**config.mk**
```make
export PLATFORM = sky130hd
export DESIGN_NAME = radix_number_to_ascii_unit
export DESIGN_NICKNAME = d
export VERILOG_FILES = /design/src/hw/rtl/rna_pkg.sv /design/src/hw/rtl/rna_datapath.sv /design/src/hw/rtl/rna_ctrl.sv /design/src/hw/rtl/radix_number_to_ascii_unit.sv
export SDC_FILE = /design/constraint.sdc
export NUM_CORES = 1
export LEC_CHECK = 0
export CORE_MARGIN = 5
export CORE_UTILIZATION = 30
export CTS_BUF_LIST = sky130_fd_sc_hd__clkbuf_4
export DETAILED_ROUTE_END_ITERATION = 8
export DONT_BUFFER_PORTS = 1
export SLEW_MARGIN = 25
export SYNTH_ARGS = -nofsm -noshare
export SYNTH_HDL_FRONTEND = slang
export SYNTH_HIERARCHICAL = 1
export SYNTH_SLANG_ARGS = --single-unit
export TNS_END_PERCENT = 1
```
**constraint.sdc**
```tcl
create_clock -name clk -period 5.8 [get_ports clk]
set_input_delay 0.87 -clock clk [delete_from_list [all_inputs] [get_ports clk]]
set_output_delay 0.87 -clock clk [all_outputs]
set_load 0.01 [all_outputs]
```
**src/hw/rtl/rna_pkg.sv**
```systemverilog
// Shared types, codes and constants for the radix number to ASCII unit.
// Used by rna_ctrl, rna_datapath and radix_number_to_ascii_unit.
package rna_pkg;

    // Format kinds of an input item
    localparam logic [1:0] KIND_UDEC = 2'd0;
    localparam logic [1:0] KIND_SDEC = 2'd1;
    localparam logic [1:0] KIND_HEX  = 2'd2;
    localparam logic [1:0] KIND_OCT  = 2'd3;

    // Geometry of the digit register: eleven 4-bit slots, most significant on top
    localparam int NUM_SLOTS  = 11;
    localparam int DIG_W      = 4 * NUM_SLOTS;
    localparam int BIN_W      = 32;
    localparam int DEC_DIGITS = 10;
    localparam int HEX_DIGITS = 8;
    localparam int OCT_DIGITS = 11;

    // ASCII codes
    localparam logic [7:0] ASCII_ZERO  = 8'h30;
    localparam logic [7:0] ASCII_UPPER = 8'h41;
    localparam logic [7:0] ASCII_MINUS = 8'h2D;
    localparam logic [7:0] ASCII_X     = 8'h78;
    localparam logic [7:0] ASCII_O     = 8'h6F;

    typedef struct packed {
        logic [1:0]  kind;
        logic [31:0] value;
    } rna_in_t;

    typedef struct packed {
        logic [7:0] char_code;
        logic       last_char;
    } rna_out_t;

    // Which character the datapath puts out this cycle
    typedef enum logic [2:0] {
        OUT_NONE   = 3'd0,
        OUT_MINUS  = 3'd1,
        OUT_ZERO   = 3'd2,
        OUT_LETTER = 3'd3,
        OUT_DIGIT  = 3'd4
    } out_sel_t;

    typedef struct packed {
        logic     load;
        logic     dabble;
        logic     shift;
        out_sel_t out_sel;
    } rna_cmd_t;

    typedef struct packed {
        logic [1:0] kind;
        logic       neg;
        logic       lead_zero;
        logic       last_digit;
    } rna_stat_t;

    // Glyph of one digit, upper-case letters above nine
    function automatic logic [7:0] digit_glyph(input logic [3:0] d);
        logic [7:0] g;
        if (d < 4'd10)
            g = ASCII_ZERO + {4'd0, d};
        else
            g = ASCII_UPPER + {4'd0, d} - 8'd10;
        return g;
    endfunction

endpackage

```
**src/hw/rtl/rna_datapath.sv**
```systemverilog
// Datapath of the radix number to ASCII unit: magnitude, BCD shift-add-3
// register, digit counter and registered character output. Depends on rna_pkg.
module rna_datapath (
    input  logic              clk,
    input  logic              rst_n,
    input  rna_pkg::rna_in_t  item,
    input  rna_pkg::rna_cmd_t cmd,
    output rna_pkg::rna_stat_t stat,
    output rna_pkg::rna_out_t result,
    output logic              strobe
);
    import rna_pkg::*;

    logic [DIG_W-1:0] dig_reg, dig_next;
    logic [BIN_W-1:0] bin_reg, bin_next;
    logic [3:0]       cnt_reg, cnt_next;
    logic [1:0]       kind_reg, kind_next;
    logic             neg_reg, neg_next;
    rna_out_t         result_reg, result_next;
    logic             strobe_reg, strobe_next;

    logic [BIN_W-1:0] mag;
    logic [39:0]      bcd_adj;
    logic             load_neg;

    // Magnitude of the incoming value
    always_comb
    begin
        load_neg = (item.kind == KIND_SDEC) && item.value[31];
        mag      = load_neg ? (~item.value + 32'd1) : item.value;
    end

    // Add three to every BCD digit of five or more before the shift
    always_comb
    begin
        for (int i = 0; i < DEC_DIGITS; i++)
        begin
            if (dig_reg[4 + 4*i +: 4] >= 4'd5)
                bcd_adj[4*i +: 4] = dig_reg[4 + 4*i +: 4] + 4'd3;
            else
                bcd_adj[4*i +: 4] = dig_reg[4 + 4*i +: 4];
        end
    end

    // Next state of the digit store
    always_comb
    begin
        dig_next  = dig_reg;
        bin_next  = bin_reg;
        cnt_next  = cnt_reg;
        kind_next = kind_reg;
        neg_next  = neg_reg;
        if (cmd.load)
        begin
            kind_next = item.kind;
            neg_next  = load_neg;
            bin_next  = mag;
            case (item.kind)
                KIND_HEX:
                begin
                    dig_next = {mag, 12'd0};
                    cnt_next = 4'(HEX_DIGITS);
                end
                KIND_OCT:
                begin
                    for (int j = 0; j < NUM_SLOTS - 1; j++)
                        dig_next[4*j +: 4] = {1'b0, mag[3*j +: 3]};
                    dig_next[DIG_W-1 -: 4] = {2'b00, mag[31:30]};
                    cnt_next = 4'(OCT_DIGITS);
                end
                default:
                begin
                    dig_next = '0;
                    cnt_next = 4'(DEC_DIGITS);
                end
            endcase
        end
        else if (cmd.dabble)
        begin
            dig_next = {bcd_adj[38:0], bin_reg[BIN_W-1], 4'd0};
            bin_next = {bin_reg[BIN_W-2:0], 1'b0};
        end
        else if (cmd.shift)
        begin
            dig_next = {dig_reg[DIG_W-5:0], 4'd0};
            cnt_next = cnt_reg - 4'd1;
        end
    end

    // Select the character to put out
    always_comb
    begin
        result_next.last_char = 1'b0;
        strobe_next           = 1'b1;
        case (cmd.out_sel)
            OUT_MINUS:  result_next.char_code = ASCII_MINUS;
            OUT_ZERO:   result_next.char_code = ASCII_ZERO;
            OUT_LETTER: result_next.char_code = (kind_reg == KIND_HEX) ? ASCII_X : ASCII_O;
            OUT_DIGIT:
            begin
                result_next.char_code = digit_glyph(dig_reg[DIG_W-1 -: 4]);
                result_next.last_char = (cnt_reg == 4'd1);
            end
            default:
            begin
                result_next.char_code = result_reg.char_code;
                result_next.last_char = result_reg.last_char;
                strobe_next           = 1'b0;
            end
        endcase
    end

    // Hold the payload registers
    always_ff @(posedge clk)
    begin
        dig_reg    <= dig_next;
        bin_reg    <= bin_next;
        cnt_reg    <= cnt_next;
        kind_reg   <= kind_next;
        neg_reg    <= neg_next;
        result_reg <= result_next;
    end

    // Strobe for each transfer on the result port
    always_ff @(posedge clk or negedge rst_n)
    begin
        if (!rst_n)
            strobe_reg <= 1'b0;
        else
            strobe_reg <= strobe_next;
    end

    always_comb
    begin
        stat.kind       = kind_reg;
        stat.neg        = neg_reg;
        stat.lead_zero  = (dig_reg[DIG_W-1 -: 4] == 4'd0) && (cnt_reg > 4'd1);
        stat.last_digit = (cnt_reg == 4'd1);
    end

    assign result = result_reg;
    assign strobe = strobe_reg;

endmodule

```
**src/hw/rtl/rna_ctrl.sv**
```systemverilog
// Controller of the radix number to ASCII unit: sequences load, BCD
// conversion, prefix, leading-zero drop and digit output. Depends on rna_pkg.
module rna_ctrl (
    input  logic               clk,
    input  logic               rst_n,
    input  logic               start,
    input  rna_pkg::rna_in_t   item,
    input  rna_pkg::rna_stat_t stat,
    output rna_pkg::rna_cmd_t  cmd,
    output logic               busy
);
    import rna_pkg::*;

    typedef enum logic [5:0] {
        ST_IDLE    = 6'b000001,
        ST_CONV    = 6'b000010,
        ST_PREFIX  = 6'b000100,
        ST_LETTER  = 6'b001000,
        ST_SKIP    = 6'b010000,
        ST_EMIT    = 6'b100000
    } state_t;

    state_t     state_reg, state_next;
    logic [4:0] step_reg, step_next;

    // Next state and commands
    always_comb
    begin
        state_next  = state_reg;
        step_next   = step_reg;
        cmd.load    = 1'b0;
        cmd.dabble  = 1'b0;
        cmd.shift   = 1'b0;
        cmd.out_sel = OUT_NONE;
        case (state_reg)
            ST_IDLE:
            begin
                if (start)
                begin
                    cmd.load  = 1'b1;
                    step_next = 5'd0;
                    if (item.kind == KIND_UDEC || item.kind == KIND_SDEC)
                        state_next = ST_CONV;
                    else
                        state_next = ST_PREFIX;
                end
            end
            ST_CONV:
            begin
                cmd.dabble = 1'b1;
                step_next  = step_reg + 5'd1;
                if (step_reg == 5'd31)
                    state_next = ST_PREFIX;
            end
            ST_PREFIX:
            begin
                if (stat.neg)
                begin
                    cmd.out_sel = OUT_MINUS;
                    state_next  = ST_SKIP;
                end
                else if (stat.kind == KIND_HEX || stat.kind == KIND_OCT)
                begin
                    cmd.out_sel = OUT_ZERO;
                    state_next  = ST_LETTER;
                end
                else
                    state_next = ST_SKIP;
            end
            ST_LETTER:
            begin
                cmd.out_sel = OUT_LETTER;
                state_next  = ST_SKIP;
            end
            ST_SKIP:
            begin
                // drop leading zeros, keeping at least one digit
                if (stat.lead_zero)
                    cmd.shift = 1'b1;
                else
                    state_next = ST_EMIT;
            end
            ST_EMIT:
            begin
                cmd.out_sel = OUT_DIGIT;
                cmd.shift   = 1'b1;
                if (stat.last_digit)
                    state_next = ST_IDLE;
            end
            default:
                state_next = ST_IDLE;
        endcase
    end

    // Advance the controller
    always_ff @(posedge clk or negedge rst_n)
    begin
        if (!rst_n)
        begin
            state_reg <= ST_IDLE;
            step_reg  <= 5'd0;
        end
        else
        begin
            state_reg <= state_next;
            step_reg  <= step_next;
        end
    end

    assign busy = (state_reg != ST_IDLE);

endmodule

```
**src/hw/rtl/radix_number_to_ascii_unit.sv**
```systemverilog
// Radix number to ASCII unit: top level joining rna_ctrl and rna_datapath.
// Depends on rna_pkg.
// Decimal: shift-add-3 conversion in ST_CONV, then the prefix state, then the skip
// state that drops leading zeros, then one character per cycle.
// Hex and octal skip the conversion. Each character is registered and leaves in the
// cycle after it is chosen; the receiver takes it with no stall. Reset returns the unit to idle.
module radix_number_to_ascii_unit (
    input  logic              clk,
    input  logic              rst_n,
    input  logic              start,
    input  rna_pkg::rna_in_t  item,
    output logic              busy,
    output rna_pkg::rna_out_t result,
    output logic              strobe
);
    import rna_pkg::*;

    rna_cmd_t  cmd;
    rna_stat_t stat;

    rna_ctrl u_ctrl (
        .clk   (clk),
        .rst_n (rst_n),
        .start (start),
        .item  (item),
        .stat  (stat),
        .cmd   (cmd),
        .busy  (busy)
    );

    rna_datapath u_datapath (
        .clk    (clk),
        .rst_n  (rst_n),
        .item   (item),
        .cmd    (cmd),
        .stat   (stat),
        .result (result),
        .strobe (strobe)
    );

endmodule

```
==> metrics.yaml <==
placement:
  io_buffers: 0
  hpwl_um: 11800
  place_congestion: 0.814
floorplanning:
  start_util_pct: 30.1
  rows: 55
  core_um2: 22400
  die_w_um: 160
  fp.dieH_um: 160
  dieArea_um2: 25600
  ios: 48
critical_path:
  cp-end-kind: "flip-flop"
  cp-start-kind: "flip-flop"
  reg2reg_to: "u_datapath/dig_reg[12]"
  worstSetupPathType: "flip-flop to flip-flop"
  r2r_start: "u_ctrl/state_reg[4]"
  reg2reg_depth: 7
  cp_max_fo: 50
  worst_ep_arrival_time_ns: 3.45
  r2r_setup_slack_ns: 2.67
  required_ns: 6.12
sta:
  finalCritPeriodShare_pct: 54.0
  tns_ns: 0
  grt_setup_unrepaired: "no"
  fmax_mhz: 320
  drv_slew: 0
  worst_slew_pin_slew_ns: 0.942
  layout_min_cycle_time_ns: 3.13
  holdWs_ns: 0.0546
  relSlewSlack_pct: 36.6
  finalSetupViolations: 0
  finClkSkew_ns: 0.0328
  hold_viol_final: 0
yosys:
  synthesis.area_um2: 6760
  synth_fp_nets: 758
  synth-seq-cells: 102
  netlist.area_leader.share_pct: 40.0
  muxShareOfSynthArea_pct: 6.44
  yosysMostFrequentCell: "edfxtp_1"
  synth-compound-area-share_pct: 16.9
  synthSimpleGateAreaFrac_pct: 17.0
  yosysWarnings: 6
  synth_edf_count: 90
  yosysTopAreaCell: "edfxtp_1"
  synth_xor_area_share_pct: 6.09
  synth.avg_cell_area_um2: 9.71
  synthAdderAreaFrac_pct: 4.63
  synth_commonest_cells: "edfxtp_1, a21oi_1, nor2_1"
  ys_seq_area_share_pct: 44.4
  synth_top_family_by_area: "simple AND/OR/NAND/NOR gates"
  ys_top_cells_by_area: "edfxtp_1, mux2i_1, a21oi_1"
  synth_cell_type_count: 70
  synth_ff_type: "edfxtp_1"
  syn_inst: 696
  synthArstFlopShare_pct: 11.8
clock_network:
  ctsRootBufferMaster: "clkbuf_4"
  cts_resized: 0
  max-clock-path-buffers: 2
  postCtsSetupRepairBufs: 0
  clkLatencyLatePin_ns: 0.48
  cts.clk_slew.worst_paths_ns: 0.16
  cts-buffers-inserted: 9
  cts_tree: "yes"
  htree_num_levels: 3
  hold_buffers: 0
  clock_sinks: 102
pwr:
  ir_drop_uv: 179
  power_density_nw_per_um2: 459
  p_leak_nw: 2.45
finish:
  areaGrowthSynthToFinish_pct: 5.09
  fillers: 2333
  largest_reg_flops: 43
  drive_above_1_share_pct: 6.34
  finish.net_count: 735
drt:
  drc: 0
  first_iter_violations: 515
  drt-wirelength-per-cell_um: 17.8
  drt-pass1-iter-count: 5
  vias_per_cell: 5.42
  vias: 5224
  ant_nets: 0
  wl_um: 17100
global_routing:
  grt_pass1_wl_um: 27400
  antenna_found_initial: 1
  grt_max_degree: 57
  grt_pass1_vias: 5051
  grt_overflow: 0
  grt_usage_pct: 13.2
flow_run:
  drv_cap: 0
run_status:
  outcome: "complete, no violations"
worst_hold_path:
  min_path_type: "input port to asynchronous set/reset pin"
==> worst max-delay path by stage <==
stage,end,start,slack (ns)
2_1_floorplan,u_datapath/dig_reg[0],start,2.91
3_3_place_gp,u_datapath/dig_reg[33],u_ctrl/state_reg[4],2.70
3_5_place_dp,u_datapath/dig_reg[25],u_ctrl/state_reg[4],2.61
4_1_cts,u_datapath/dig_reg[37],u_ctrl/state_reg[4],2.57
5_1_grt,u_datapath/dig_reg[17],u_ctrl/state_reg[4],2.43
6_report,u_datapath/dig_reg[12],u_ctrl/state_reg[4],2.67
==> cell families after synthesis <==
logic type                 count (synthesis)
buffers and inverters                     70
xor gates and xnor gates                  47
DFF                                      102
and+or+nand+nor                          219
muxes                                     43
adders and majority gates                 25
other                                      1
AOI/OAI and AO/OA                        189
==> area by class of cell <==
type | count | area [µm²] | area share, %
multi-input combinational | 524 | 3470 | 48.9
sequential | 102 | 3000 | 42.3
tap | 285 | 357 | 5.02
inverter | 32 | 121 | 1.71
clock buffer | 12 | 90.1 | 1.27
timing repair buffer | 4 | 32.5 | 0.458
clock inverter | 4 | 22.5 | 0.317
antenna | 1 | 2.50 | 0.0352
==> layer usage <==
| layer | GRT usage [%] | share of wire (%) |
|---|---|---|
| met3 | 4.49 | 8.8 |
| met4 | 3.44 | 1.5 |
| met1 | 18.2 | 46 |
| met5 | 0 | 0 |
| met2 | 19.9 | 44 |
==> placed cells by master (no fill, tap or decap), types with 13 or more instances in the layout <==
cell,count
inv_1,30
edfxtp_1,90
nand2b_1,19
a31oi_1,14
xor2_1,14
nor3_1,13
nor2_1,68
xnor2_1,33
o22ai_1,18
nand2_1,45
ha_1,25
nor3b_1,13
o21ai_0,45
mux2i_1,42
a21oi_1,72
==> power breakdown <==
| part | leakage (nW) | internal, W | switching, W |
|---|---|---|---|
| registers | 1.01 | 0.00127 | 0.000237 |
| clock network | 0.0691 | 0.000102 | 0.000244 |
| logic | 1.38 | 0.000572 | 0.000834 |
==> worst max-delay path, stage by stage (launching register included) <==
cell and delay (ns):
dfrtp_1 0.49, nor4_2 0.40, and3_4 0.61, inv_1 0.38, nor2_1 0.72, a22o_1 0.23, a21oi_1 0.04, o31ai_1 0.09
==> metrics by stage <==
stage          instance area, µm²  utilization [%]  worst slack (ns)  total power [W]  cells
6_report                     7100             31.7              2.67          0.00326    964
5_1_grt                      7100             31.7              2.43          0.00352    964
2_1_floorplan                6760                -              2.91          0.00260    696
4_1_cts                      7090             31.6              2.57          0.00327    962
3_3_place_gp                 6970             31.1              2.70          0.00289    946
3_5_place_dp                 6970             31.1              2.61          0.00292    946
Power figures use the tool's default switching activity.
